### src/rtl/msrt_pkg.sv
`timescale 1ns / 1ps

package msrt_pkg;

	// Table geometry.
	localparam int NUM_SLOTS = 8;
	localparam int TAG_BITS  = 16;
	localparam int SLOT_BITS = (NUM_SLOTS > 1) ? $clog2(NUM_SLOTS) : 1;
	localparam int CNT_BITS  = $clog2(NUM_SLOTS + 1);

	typedef enum logic {
		OP_ADD  = 1'b0,
		OP_TICK = 1'b1
	} op_t;

	typedef enum logic [1:0] {
		KIND_ADD_OK    = 2'd0,
		KIND_ADD_FULL  = 2'd1,
		KIND_FIRE      = 2'd2,
		KIND_IDLE_TICK = 2'd3
	} kind_t;

	typedef enum logic [1:0] {
		ST_IDLE,
		ST_SCAN,
		ST_DONE
	} state_t;

	typedef struct packed {
		logic        opcode;
		logic [31:0] now_ms;
		logic [30:0] interval;
		logic [14:0] repeat_count;
		logic        forever_req;
		logic [15:0] tag;
	} in_item_t;

	typedef struct packed {
		logic [1:0]  kind;
		logic [2:0]  slot;
		logic [15:0] fired_tag;
		logic        finished;
		logic        last;
		logic [3:0]  active_count;
	} out_item_t;

	// One timer record as kept in the slot RAM.
	typedef struct packed {
		logic [31:0]         last_time;
		logic [30:0]         period;
		logic [14:0]         remaining;
		logic                forever_flag;
		logic [TAG_BITS-1:0] tag;
	} slot_rec_t;

	localparam int REC_BITS = $bits(slot_rec_t);

	// Commands from the controller to the datapath.
	typedef struct packed {
		logic                 add_go;
		logic                 tick_go;
		logic                 scan_en;
		logic                 scan_done;
		logic [SLOT_BITS-1:0] idx;
	} ctrl_cmd_t;

endpackage

### src/rtl/msrt_ram.sv
`timescale 1ns / 1ps

module msrt_ram #(
	parameter int WIDTH = 8,
	parameter int DEPTH = 8
) (
	input  logic                                      clk,
	input  logic                                      wr_en,
	input  logic [((DEPTH > 1) ? $clog2(DEPTH) : 1)-1:0] wr_addr,
	input  logic [WIDTH-1:0]                          wr_data,
	input  logic [((DEPTH > 1) ? $clog2(DEPTH) : 1)-1:0] rd_addr,
	output logic [WIDTH-1:0]                          rd_data
);

	logic [WIDTH-1:0] mem_q [DEPTH];
	logic [WIDTH-1:0] rd_q;

	always_ff @(posedge clk) begin
		if (wr_en) begin
			mem_q[wr_addr] <= wr_data;
		end
		rd_q <= mem_q[rd_addr];
	end

	assign rd_data = rd_q;

endmodule

### src/rtl/msrt_ctrl.sv
`timescale 1ns / 1ps

module msrt_ctrl (
	input  logic                 clk,
	input  logic                 arst_n,
	input  logic                 start,
	input  logic                 opcode,
	output logic                 busy,
	output msrt_pkg::ctrl_cmd_t  cmd
);

	import msrt_pkg::*;

	state_t               state_q, state_d;
	logic [SLOT_BITS-1:0] idx_q, idx_d;

	always_ff @(posedge clk or negedge arst_n) begin
		if (!arst_n) begin
			state_q <= ST_IDLE;
			idx_q   <= '0;
		end else begin
			state_q <= state_d;
			idx_q   <= idx_d;
		end
	end

	always_comb begin
		state_d       = state_q;
		idx_d         = idx_q;
		cmd           = '0;
		cmd.idx       = idx_q;
		case (state_q)
			ST_IDLE: begin
				if (start) begin
					if (opcode == OP_TICK) begin
						cmd.tick_go = 1'b1;
						idx_d       = '0;
						state_d     = ST_SCAN;
					end else begin
						cmd.add_go = 1'b1;
					end
				end
			end
			ST_SCAN: begin
				cmd.scan_en = 1'b1;
				if (idx_q == SLOT_BITS'(NUM_SLOTS - 1)) begin
					state_d = ST_DONE;
				end else begin
					idx_d = idx_q + SLOT_BITS'(1);
				end
			end
			ST_DONE: begin
				cmd.scan_done = 1'b1;
				state_d       = ST_IDLE;
			end
			default: begin
				state_d = ST_IDLE;
			end
		endcase
	end

	assign busy = (state_q != ST_IDLE);

endmodule

### src/rtl/msrt_dp.sv
`timescale 1ns / 1ps

module msrt_dp (
	input  logic                 clk,
	input  logic                 arst_n,
	input  msrt_pkg::ctrl_cmd_t  cmd,
	input  msrt_pkg::in_item_t   in_item,
	output logic                 strobe,
	output msrt_pkg::out_item_t  result
);

	import msrt_pkg::*;

	logic [NUM_SLOTS-1:0] active_q, active_d;
	logic [CNT_BITS-1:0]  alloc_q, alloc_d;
	logic [31:0]          now_q;
	logic                 pend_valid_q, pend_valid_d;
	out_item_t            pend_q, pend_d;
	out_item_t            out_q, out_d;
	logic                 strobe_q, strobe_d;

	logic                 wr_en;
	logic [SLOT_BITS-1:0] wr_addr;
	slot_rec_t            wr_rec;
	logic [SLOT_BITS-1:0] rd_addr;
	logic [REC_BITS-1:0]  rd_raw;
	slot_rec_t            rd_rec;

	logic                 free_found;
	logic [SLOT_BITS-1:0] free_idx;
	logic [TAG_BITS-1:0]  add_tag;
	logic [32:0]          due;
	logic                 fire;
	logic                 fin;
	out_item_t            fire_item;
	out_item_t            add_item;

	msrt_ram #(
		.WIDTH(REC_BITS),
		.DEPTH(NUM_SLOTS)
	) u_slot_ram (
		.clk    (clk),
		.wr_en  (wr_en),
		.wr_addr(wr_addr),
		.wr_data(wr_rec),
		.rd_addr(rd_addr),
		.rd_data(rd_raw)
	);

	assign rd_rec  = slot_rec_t'(rd_raw);
	assign rd_addr = cmd.tick_go ? '0 : (cmd.idx + SLOT_BITS'(1));
	assign add_tag = TAG_BITS'(in_item.tag);

	// Lowest free slot.
	always_comb begin
		free_idx = '0;
		for (int i = NUM_SLOTS - 1; i >= 0; i--) begin
			if (!active_q[i]) begin
				free_idx = SLOT_BITS'(i);
			end
		end
	end
	assign free_found = ~&active_q;

	// Due test and record update for the slot under scan.
	assign due  = {1'b0, rd_rec.last_time} + {2'b00, rd_rec.period};
	assign fire = cmd.scan_en && active_q[cmd.idx] && (due < {1'b0, now_q});
	assign fin  = !rd_rec.forever_flag && (rd_rec.remaining <= 15'd1);

	always_comb begin
		active_d = active_q;
		alloc_d  = alloc_q;
		wr_en    = 1'b0;
		wr_addr  = cmd.idx;
		wr_rec   = rd_rec;

		if (cmd.add_go && free_found) begin
			wr_en               = 1'b1;
			wr_addr             = free_idx;
			wr_rec.last_time    = in_item.now_ms;
			wr_rec.period       = in_item.interval;
			wr_rec.remaining    = in_item.repeat_count;
			wr_rec.forever_flag = in_item.forever_req;
			wr_rec.tag          = add_tag;
			active_d[free_idx]  = 1'b1;
			alloc_d             = alloc_q + CNT_BITS'(1);
		end

		if (fire) begin
			wr_en            = 1'b1;
			wr_rec.last_time = now_q;
			if (fin) begin
				wr_rec.remaining   = '0;
				active_d[cmd.idx]  = 1'b0;
				if (alloc_q != '0) begin
					alloc_d = alloc_q - CNT_BITS'(1);
				end
			end else if (!rd_rec.forever_flag) begin
				wr_rec.remaining = rd_rec.remaining - 15'd1;
			end
		end
	end

	always_comb begin
		fire_item              = '0;
		fire_item.kind         = KIND_FIRE;
		fire_item.slot         = 3'(cmd.idx);
		fire_item.fired_tag    = 16'(rd_rec.tag);
		fire_item.finished     = fin;
		fire_item.active_count = 4'(alloc_d);

		add_item               = '0;
		add_item.fired_tag     = 16'(add_tag);
		add_item.last          = 1'b1;
		add_item.active_count  = 4'(alloc_d);
		if (free_found) begin
			add_item.kind = KIND_ADD_OK;
			add_item.slot = 3'(free_idx);
		end else begin
			add_item.kind = KIND_ADD_FULL;
		end
	end

	// A fire beat waits in the pending register until the next fire or the end
	// of the scan shows whether it is the last beat of the tick.
	always_comb begin
		pend_valid_d = pend_valid_q;
		pend_d       = pend_q;
		out_d        = out_q;
		strobe_d     = 1'b0;
		if (cmd.add_go) begin
			strobe_d = 1'b1;
			out_d    = add_item;
		end
		if (cmd.tick_go) begin
			pend_valid_d = 1'b0;
		end
		if (fire) begin
			pend_valid_d = 1'b1;
			pend_d       = fire_item;
			if (pend_valid_q) begin
				strobe_d   = 1'b1;
				out_d      = pend_q;
				out_d.last = 1'b0;
			end
		end
		if (cmd.scan_done) begin
			pend_valid_d = 1'b0;
			strobe_d     = 1'b1;
			if (pend_valid_q) begin
				out_d      = pend_q;
				out_d.last = 1'b1;
			end else begin
				out_d              = '0;
				out_d.kind         = KIND_IDLE_TICK;
				out_d.last         = 1'b1;
				out_d.active_count = 4'(alloc_q);
			end
		end
	end

	always_ff @(posedge clk or negedge arst_n) begin
		if (!arst_n) begin
			active_q     <= '0;
			alloc_q      <= '0;
			pend_valid_q <= 1'b0;
			strobe_q     <= 1'b0;
		end else begin
			active_q     <= active_d;
			alloc_q      <= alloc_d;
			pend_valid_q <= pend_valid_d;
			strobe_q     <= strobe_d;
		end
	end

	always_ff @(posedge clk) begin
		if (cmd.tick_go) begin
			now_q <= in_item.now_ms;
		end
		pend_q <= pend_d;
		out_q  <= out_d;
	end

	assign strobe = strobe_q;
	assign result = out_q;

endmodule

### src/rtl/multi_slot_repeat_timer_core.sv
`timescale 1ns / 1ps

// Timer table with NUM_SLOTS slots. Raise start with an item while busy is low;
// the item is taken at that clock edge. An add item (opcode add) places the
// timer in the lowest free slot, or is rejected when the table is full, and
// gives exactly one result beat on the cycle after the item is taken; busy stays
// low, so adds may be issued in every cycle. A tick item compares every active
// slot's last time plus interval against now_ms and gives one fire beat per slot
// that is due, in slot order, or a single beat of kind "nothing fired" when no
// slot is due. A tick is taken and then holds busy high while the controller
// steps through its SCAN and DONE states, and no new item is taken until busy
// falls, because the slot records sit in a RAM with one read port that is
// walked one slot per cycle. The final beat of a tick is shown in the cycle
// right after busy falls. Results are shown for exactly one cycle with strobe
// high and cannot be stalled: the receiver must take every
// beat as it comes. The last flag marks the final beat of each item; a fire beat
// is held back until the next due slot is scanned or the scan ends, so that this
// flag can be set correctly.

module multi_slot_repeat_timer_core (
	input  logic                 clk,
	input  logic                 arst_n,
	input  logic                 start,
	output logic                 busy,
	input  msrt_pkg::in_item_t   in_item,
	output logic                 strobe,
	output msrt_pkg::out_item_t  result
);

	import msrt_pkg::*;

	ctrl_cmd_t cmd;

	// Sequencer: decodes accepted items and steps the slot scan.
	msrt_ctrl u_ctrl (
		.clk   (clk),
		.arst_n(arst_n),
		.start (start),
		.opcode(in_item.opcode),
		.busy  (busy),
		.cmd   (cmd)
	);

	// Slot RAM, active bits, allocation count and the result registers.
	msrt_dp u_dp (
		.clk    (clk),
		.arst_n (arst_n),
		.cmd    (cmd),
		.in_item(in_item),
		.strobe (strobe),
		.result (result)
	);

endmodule

### config.mk
export PLATFORM = sky130hd
export DESIGN_NAME = multi_slot_repeat_timer_core
export DESIGN_NICKNAME = d
export VERILOG_FILES = /design/src/rtl/msrt_pkg.sv /design/src/rtl/msrt_ram.sv /design/src/rtl/msrt_ctrl.sv /design/src/rtl/msrt_dp.sv /design/src/rtl/multi_slot_repeat_timer_core.sv
export SDC_FILE = /design/constraint.sdc
export NUM_CORES = 1
export LEC_CHECK = 0
export ABC_AREA = 1
export CORE_UTILIZATION = 60
export DETAILED_ROUTE_END_ITERATION = 7
export DONT_BUFFER_PORTS = 1
export PLACE_DENSITY_LB_ADDON = 0.08
export REMOVE_ABC_BUFFERS = 1
export SLEW_MARGIN = 30
export SYNTH_ARGS = -nofsm -noshare
export SYNTH_HDL_FRONTEND = slang
export SYNTH_HIERARCHICAL = 1
export SYNTH_SLANG_ARGS = --single-unit
### constraint.sdc
create_clock -name clk -period 9.7 [get_ports clk]
set_input_delay 0 -clock clk [delete_from_list [all_inputs] [get_ports clk]]
set_output_delay 0 -clock clk [all_outputs]
set_load 0.1 [all_outputs]
# Word level (Yosys, flattened, before mapping)
# Memories as Yosys holds them, arrays and structs flattened. A register that Yosys moved wholly into a read port is not among the register bits.
# Index checks and enable logic that the tools add are counted.
totals:
  regBits: 102
  latch_bits: 0
  ramBits: 760
  rom_bits: 0
  inputBits: 99
  output_inout_bits: 29
  elab_cells: 115
  n_memories: 1
mem_list:
  columns: ["memory", "depth", "width", "rd", "rd_clocked_by_memory_dff", "wr", "line_no", "rtl"]
  rows:
  - ["u_dp.u_slot_ram.mem_q", 8, 95, 1, 1, 1, "msrt_ram.sv:15", "logic [WIDTH-1:0] mem_q [DEPTH];"]
op_classes:
  add_sub_neg: 5
  n_mul: 0
  div_mod_pow: 0
  n_lt_le_gt_ge: 6
  eq_ne: 7
  n_shift: 0
  n_mux: 60
  n_bitwise: 3
  reduce_logical: 16
ops:
  columns: ["cell", "count"]
  rows:
  - ["$mux 27", 4]
  - ["$mux 95", 1]
  - ["$mux 15", 3]
  - ["$mux 3", 14]
  - ["$add 32x31->33", 1]
  - ["$lt 33x32->1", 1]
  - ["$mux 32", 1]
  - ["$mux 26", 1]
  - ["$mux 8", 3]
  - ["$mux 1", 19]
  - ["$mux 4", 4]
  - ["$le 15x1->1 const B", 1]
  - ["$sub 15x1->15 const B", 1]
  - ["$mux 2", 5]
  - ["$and 8x8->8", 1]
  - ["$lt 3x4->1 const B", 2]
  - ["$not 8->8", 1]
  - ["$or 8x8->8", 1]
  - ["$reduce_and 8->1", 1]
  - ["$demux 1 s3", 2]
  - ["$ge 3x1->1 const B", 2]
  - ["$logic_and 1x1->1", 6]
  - ["$ne 2x2->1 const B", 3]
  - ["$pmux 3 s2", 1]
  - ["16 further kinds", 18]

# Depth between registers and ports, before layout
# Gate-level depths: netlist (run 1).
depth:
  ltp_word: 17
  ltp_mapped: 31
  depth_no_buf: 30

# Hierarchy
# Netlist (run 1), hierarchy kept.
modules_own_cells:
  columns: ["mod", "n_inst", "cells_each", "area_per_inst_um2"]
  rows:
  - ["msrt_ram", 1, 3396, 34854.7]
  - ["msrt_dp", 1, 1231, 8443.1]
  - ["msrt_ctrl", 1, 34, 272.8]

# Worst setup path before layout (run 1)
# Ideal clock, no wire load.
synth_path:
  path_kind: "reg-to-reg"
  startpoint: "register u_dp.u_slot_ram.rd_q[32], in the netlist u_dp/u_slot_ram/rd_data[32] (read register of u_dp.u_slot_ram.mem_q)"
  endpoint: "memory u_dp/u_slot_ram/mem_q[1][0] (netlist name), enable pin"
  setup_time_ps: 550
  t_arrival_ps: 7745
  slack_ps: 1405
  stages_incl_launch_ff: 32
  synth_period_minus_slack_ps: 8295
  cell_sequence: "dfxtp_1 > ha_1 > inv_1 > fa_1 > nor3_1 > nor2_2 > o21ai_2 > a21oi_1 > inv_1 > nand2_1 > nand2_1 > a21oi_1 > o21ai_0 > xor2_1 > ha_1 > nand2_1 > inv_1 > o21ai_0 > nand2_1 > nor2_1 > nand2_1 > nand2_1 > nand2_1 > nand2_1 > nand2_1 > nand2_1 > nand2_2 > buf_6 > buf_2 > nand2_1 > nand2_1 > nor2_1"
synth_between:
  elab_chain_cells: 6
synth_rtl:
  columns: ["item", "line_no", "rtl"]
  rows:
  - ["start, declared", "msrt_ram.sv:16", "logic [WIDTH-1:0] rd_q;"]
  - ["$add 32x31->33", "msrt_dp.sv:66", "assign due = {1'b0, rd_rec.last_time} + {2'b00, rd_rec.period};"]
  - ["$lt 33x32->1", "msrt_dp.sv:67", "assign fire = cmd.scan_en && active_q[cmd.idx] && (due < {1'b0, now_q});"]
  - ["$logic_and 1x1->1", "msrt_dp.sv:67", null]
  - ["$mux 1", "msrt_dp.sv:89", "if (fire) begin"]
  - ["named net u_dp.wr_en", "msrt_dp.sv:22", "logic wr_en;"]
  - ["$mux 1", "msrt_ram.sv:19", "if (wr_en) begin"]
  - ["$mux 1 (not written as such)", "msrt_ram.sv:20", "mem_q[wr_addr] <= wr_data;"]
  - ["end, declared", "msrt_ram.sv:15", null]
# The timed path passes the listed nets, and every way through them passes these cells.

# Worst setup path after layout (run 1)
layout_path:
  startpoint: "register u_dp.u_slot_ram.rd_q[32], in the netlist u_dp/u_slot_ram/rd_data[32] (read register of u_dp.u_slot_ram.mem_q)"
  endpoint: "memory u_dp/u_slot_ram/mem_q[7][70] (netlist name), enable pin"
# The elaborated chain is that of the path after synthesis.

==> flow_summary_export.csv, run 1 <==
group,metric,value,unit
outcome,outcome,"complete, no violations",
clock_tree,clockRootBuffer,"clkbuf_16",
global_route,grt_use_met3,3.98,%
detailed_routing,vias_per_cell,5.26,
global_route,grt_use_met1,39.9,%
detailed_routing,first_pass_iters,6,
detailed_routing,vias,30300,
die,coreArea,71600,um^2
clock_tree,path_clk_slew,0.06,ns
synthesis,synth_top_flop_cell,"edfxtp_1",
worst_setup_path,cp.buffers_inverters,4,
worst_setup_path,cp_max_fo,44,
worst_setup_path,critPathLaunchType,"register",
layout,n_fill_cell,5504,
run,maxCapViolCount,0,
global_route,antenna_found_initial,5,
clock_tree,cts_resized,0,
layout,drive_above_1_share,4.83,%
layout,syn2layout_area_growth,12.0,%
clock_tree,numCtsBuffers,97,
synthesis,synthArstFlopShare,1.99,%
sta,rsz0062_at_grt,"no",
clock_tree,cts_hold_buf,109,
place,routabilityCongestion,0.906,
die,start_util,60.8,%
global_route,gr-total-overflow,0,
sta,worst_pin_slew,1.14,ns
die,die_y,271,um
worst_setup_path,arrival,6.98,ns
place,port_buffers,0,
clock_tree,insertion_delay,0.65,ns
synthesis,synth_edf_count,816,
worst_setup_path,path_common_cell,"nand2_1",
sta,finalMaxSlewViolations,0,
synthesis,yosysWarningCount,6,
detailed_routing,first_iter_violations,2684,
place,dp_hpwl,56100,um
clock_tree,clock_sinks,957,
sta,setup_ws,2.98,ns
sta,finalSetupViolCount,0,
global_route,grt_start_max_net_pins,190,
die,placementRows,98,
worst_setup_path,worst_setup_path_end_kind,"register",
layout,mostFrequentLayoutCell,"nand2_1",
layout,most-common-layout-cells,"nand2_1 (1650), inv_1 (903), edfxtp_1 (816)",
clock_tree,cts_buffer_depth,3,
clock_tree,cts_setup_buffers,0,
place,pre_cts_slack,3.04,ns
sta,clock.fmax,149,MHz
sta,hold_viol,0,
layout,nNetsFinal,4887,
worst_setup_path,slowest_delay,0.77,ns
sta,finalCritPeriodShare,69.3,%
global_route,grt_pass1_wl,163000,um
layout,fin_cells,5754,
die,dieArea,73700,um^2
detailed_routing,wl_per_cell,18.1,um
sta,max_slew_margin,23.8,%
sta,period_needed,6.72,ns
synthesis,syn_inst,4661,
worst_setup_path,worst_path_dominant_cell_family,"simple AND/OR/NAND/NOR gates",
place,place_inst,5455,
die,dieWidth,271,um
global_route,grt_use_total,28.6,%
detailed_routing,routed_wl,104000,um
detailed_routing,drc,0,
synthesis,ys_seq_area_share,62.9,%
worst_setup_path,crit_slowest_cell,"buf_4",
worst_setup_path,required,9.96,ns
clock_tree,h-tree-depth,3,
global_route,grtUsageMet2,46.5,%
worst_setup_path,worst-setup-path-type,"register to register",
sta,skew,0.0237,ns
clock_tree,cts_tree,"built",
synthesis,ys_ff_latch,957,
die,ios,128,
min_path,min_path_type,"input pin to register",
synthesis,synth_area,43600,um^2
synthesis,syn_avg_cell_area,9.35,um^2
global_route,grt_pass1_vias,29200,
synthesis,yosys.cell_types.count,48,
global_route,top_usage_layer,"met2",
detailed_routing,ant_nets,0,
cells by family (layout without fill, tap and decap cells):
kind of cell | count (synthesis) | in the layout | share of synthesized area, %
and+or+nand+nor | 2232 | 2232 | 20.7
buffers and inverters | 1106 | 1247 | 9.94
DFF | 957 | 957 | 62.9
AOI/OAI and AO/OA | 235 | 235 | 3.14
adders and majority gates | 70 | 70 | 2.03
xor gates and xnor gates | 42 | 42 | 0.844
muxes | 19 | 19 | 0.436
other | 0 | 2 | 0
flip-flops by register name, summed over array words and instances, names as in the netlist:
name,count
u_dp/pend_valid_q,1
u_dp/result,27
u_ctrl/idx_q,3
u_dp/u_slot_ram/rd_data,95
u_ctrl/state_q,2
u_dp/pend_q,24
u_dp/now_q,32
u_dp/strobe,1
u_dp/u_slot_ram/mem_q,760
u_dp/alloc_q,4
u_dp/active_q,8
synth_stat cells, types with 2 or more instances:
| cell type | count | area (um^2) |
|---|---|---|
| nand4_1 | 14 | 87.6 |
| or2_2 | 6 | 37.5 |
| a32oi_1 | 3 | 26.3 |
| nor2_2 | 5 | 31.3 |
| o21a_1 | 2 | 15.0 |
| buf_1 | 24 | 90.1 |
| nand3_1 | 414 | 2070 |
| a21oi_1 | 68 | 340 |
| o21ai_1 | 7 | 35.0 |
| nor2_1 | 118 | 443 |
| nand2_2 | 5 | 31.3 |
| inv_1 | 905 | 3400 |
| nand2_1 | 1651 | 6200 |
| inv_2 | 6 | 22.5 |
| o31ai_1 | 2 | 15.0 |
| a21oi_4 | 2 | 32.5 |
| a211oi_1 | 2 | 15.0 |
| clkbuf_1 | 64 | 240 |
| nor3_1 | 12 | 60.1 |
| dfxtp_1 | 122 | 2440 |
| o2111ai_1 | 4 | 35.0 |
| buf_2 | 90 | 450 |
| o21ai_0 | 75 | 375 |
| buf_6 | 5 | 56.3 |
| dfrtp_1 | 19 | 475 |
| edfxtp_1 | 816 | 24500 |
| a22oi_1 | 6 | 45.0 |
| xor2_1 | 28 | 245 |
| nor4_1 | 5 | 31.3 |
| xnor2_1 | 14 | 123 |
| a31oi_1 | 45 | 282 |
| o211ai_1 | 5 | 37.5 |
| ha_1 | 69 | 863 |
| a21o_1 | 4 | 30.0 |
| clkinv_1 | 4 | 15.0 |
| a21boi_0 | 2 | 15.0 |
| mux2i_1 | 19 | 190 |
| buf_4 | 7 | 52.6 |
| o21bai_1 | 3 | 22.5 |
through the flow:
stage / util (%) / hold slack, ns / TNS [ns] / cell area, um^2
6_report: 68.1 / 0.0533 / 0 / 48800
5_1_grt: 68.1 / 0.0250 / 0 / 48800
4_1_cts: 68.0 / 0.0216 / 0 / 48700
3_5_place_dp: 62.0 / -0.295 / 0 / 44400
3_3_place_gp: 61.9 / -0.295 / 0 / 44300
2_1_floorplan: - / -0.296 / -2098.56 / 42700
layer usage:
metal,up-vias,share of wire (%),routed length [um]
li1,14800,-,-
met2,1021,47,49100
met1,14200,44,45400
met4,6,2.3,2390
met3,175,6.8,7090
met5,-,0.039,41
worst paths after layout:
check	to	cells past startpoint	startpoint	slack, ns
worst max register to register	u_dp/u_slot_ram/mem_q[7][70]	30	u_dp/u_slot_ram/rd_data[32]	2.98
worst max-delay path	u_dp/u_slot_ram/mem_q[7][70]	30	u_dp/u_slot_ram/rd_data[32]	2.98
worst min register to register	u_dp/pend_q[8]	0	u_dp/u_slot_ram/rd_data[2]	0.44
min in group asynchronous	u_dp/strobe	3	arst_n	0.39
worst min-delay path	u_dp/now_q[1]	1	in_item[64]	0.05
max in group asynchronous	u_ctrl/state_q[0]	3	arst_n	9.00
layout make-up:
cell class | instances | area [um^2] | share of cell area (%)
antenna | 2 | 5.00 | 0.0103
clock buffer | 144 | 2840 | 5.82
clock inverter | 39 | 384 | 0.787
inverter | 915 | 3460 | 7.09
multi-input combinational | 2598 | 11900 | 24.5
sequential | 957 | 27400 | 56.2
tap | 950 | 1190 | 2.44
timing repair buffer | 149 | 1550 | 3.17
worst reg2reg max path: cells and delay by family (launching register included):
family,cells,cell delay (ns)
flip-flops,1,0.34
adder cells (fa/ha/maj),3,0.87
XOR/XNOR,1,0.19
AO/OA/AOI/OAI,5,1.04
AND/OR/NAND/NOR,17,2.92
buffers and inverters,4,0.97
Power of run 1 is left out: the tool's default activity adds up to more than one toggle a clock period on the data nets, which glitch-free logic cannot reach.
==> run 2, diff against run 1 <==
- CORE_UTILIZATION: 60 -> 58
- clock period: 9.7 -> 5.95 ns (I/O delays scaled with it)
==> flow_summary_export.csv, run 2 (same netlist as run 1, synthesis figures left out) <==
group,metric,value,unit
layout,drive_above_1_share,5.14,%
clock_tree,h-tree-depth,3,
layout,final_util,65.9,%
global_route,antenna_found_initial,6,
die,die_y,276,um
clock_tree,clockRootBuffer,"clkbuf_16",
global_route,grt_pass1_vias,29100,
worst_setup_path,cp_num_cells,29,
worst_setup_path,critPathLaunchType,"register",
detailed_routing,wl_per_cell,18.2,um
detailed_routing,routed_wl,105000,um
die,dieArea,76200,um^2
worst_setup_path,cp.buffers_inverters,4,
run,maxCapViolCount,0,
sta,finalSetupViolCount,0,
worst_setup_path,cp_max_fo,24,
global_route,gr-total-overflow,0,
worst_setup_path,worstRegToRegCells,29,
sta,rsz0062_at_grt,"yes",
worst_setup_path,required,6.30,ns
place,port_buffers,0,
die,dieWidth,276,um
clock_tree,clock_sinks,957,
layout,nNetsFinal,4893,
worst_setup_path,worst_setup_path_end_kind,"register",
layout,fin_cells,5779,
clock_tree,path_clk_slew,0.06,ns
sta,clock.fmax,180,MHz
sta,fin_tns_setup,0,ns
detailed_routing,drc,0,
layout,mostFrequentLayoutCell,"nand2_1",
worst_setup_path,arrival,5.89,ns
sta,finalMaxSlewViolations,0,
sta,max_slew_margin,31.1,%
sta,skew,0.0162,ns
layout,most-common-layout-cells,"nand2_1 (1650), inv_1 (903), edfxtp_1 (816)",
layout,largest_register_ffs,760,
global_route,grt_start_max_net_pins,203,
die,ios,128,
worst_setup_path,slowest_delay,0.58,ns
clock_tree,cts_buffer_depth,3,
sta,finalCritPeriodShare,93.1,%
layout,largest_register,"u_dp/u_slot_ram/mem_q",
die,placementRows,100,
detailed_routing,first_pass_iters,5,
die,coreArea,74400,um^2
place,dpl-instance-area,44600,um^2
clock_tree,insertion_delay,0.65,ns
clock_tree,cts_setup_buffers,0,
worst_setup_path,worst-setup-path-type,"register to register",
worst_setup_path,worst_path_dominant_cell_family,"simple AND/OR/NAND/NOR gates",
place,place_inst,5484,
global_route,grt_use_total,27.8,%
detailed_routing,vias_per_cell,5.19,
detailed_routing,first_iter_violations,2523,
layout,syn2layout_area_growth,12.6,%
clock_tree,cts_tree,"built",
sta,worst_pin_slew,1.03,ns
sta,hold_viol,0,
min_path,whs_path_depth,1,
outcome,outcome,"complete, no violations",
place,dp_hpwl,57900,um
die,start_util,58.5,%
place,routabilityCongestion,0.872,
layout,design_area,49000,um^2
clock_tree,numCtsBuffers,97,
worst_setup_path,crit_slowest_cell,"a22oi_1",
global_route,grt_pass1_wl,164000,um
detailed_routing,vias,30000,
worst_setup_path,path_common_cell,"nand2_1",
sta,period_needed,5.54,ns
min_path,min_path_type,"input pin to register",
detailed_routing,ant_nets,0,
-- run 2: changes by cell type in the layout (fill, tap and decap cells not counted), moves of 2 or more --
cell	previous run	this run
clkinv_1	12	15
buf_12	6	15
diode_2	2	4
clkinv_8	2	0
clkinv_2	18	16
bufinv_16	7	11
inv_6	1	3
clkbuf_1	29	19
dlygate4sd3_1	110	108
-- run 2: repair_timing --
action,in CTS,in global routing
hold buffers,108,1
setup endpoints to repair,0,23
hold endpoints to repair,774,19
gates resized for setup,0,5
-- run 2: worst paths after layout --
kind,start,end,slack (ns)
max,u_dp/u_slot_ram/rd_data[32],u_dp/u_slot_ram/mem_q[0][27],0.41
min in group asynchronous,arst_n,u_dp/strobe,0.37
min reg2reg,u_dp/u_slot_ram/rd_data[8],u_dp/pend_q[14],0.44
max reg2reg,u_dp/u_slot_ram/rd_data[32],u_dp/u_slot_ram/mem_q[0][27],0.41
max in group asynchronous,arst_n,u_dp/active_q[6],5.26
min,in_item[66],u_dp/now_q[3],0.04
-- run 2: worst register-to-register path: cells and delay by family, from the launching register on --
family	cells	cell delay, ns
xor gates and xnor gates	1	0.17
AOI/OAI and AO/OA	6	1.50
adders and majority gates	3	0.91
DFF	1	0.34
and+or+nand+nor	15	1.70
buffers and inverters	4	0.61
-- run 2: per-layer routing --
| layer | vias up | routed length [um] | global-route usage [%] |
|---|---|---|---|
| li1 | 14900 | - | - |
| met2 | 868 | 50700 | 46.3 |
| met1 | 14100 | 45300 | 38.5 |
| met4 | 4 | 2210 | 7.86 |
| met5 | - | 27 | 0 |
| met3 | 160 | 6720 | 3.90 |
-- run 2: per-stage QoR --
| step | hold WS, ns | setup WS, ns |
|---|---|---|
| after global routing | 0.0193 | -0.0159 |
| after global placement | -0.295 | 0.514 |
| final | 0.0360 | 0.408 |
| after CTS | 0.000149 | 0.445 |
| after detailed placement | -0.295 | 0.464 |
| after floorplan | -0.296 | -20.51 |
-- run 2: final cells by class --
type | instances | area [um^2]
Clock inverter | 47 | 523
Timing Repair Buffer | 155 | 1670
Fill cell | 5923 | 25400
Multi-Input combinational cell | 2598 | 11900
Clock buffer | 134 | 2800
Tap cell | 969 | 1210
Inverter | 915 | 3450
Sequential cell | 957 | 27400
Antenna cell | 4 | 10.0
Power of run 2 is left out for the same reason.
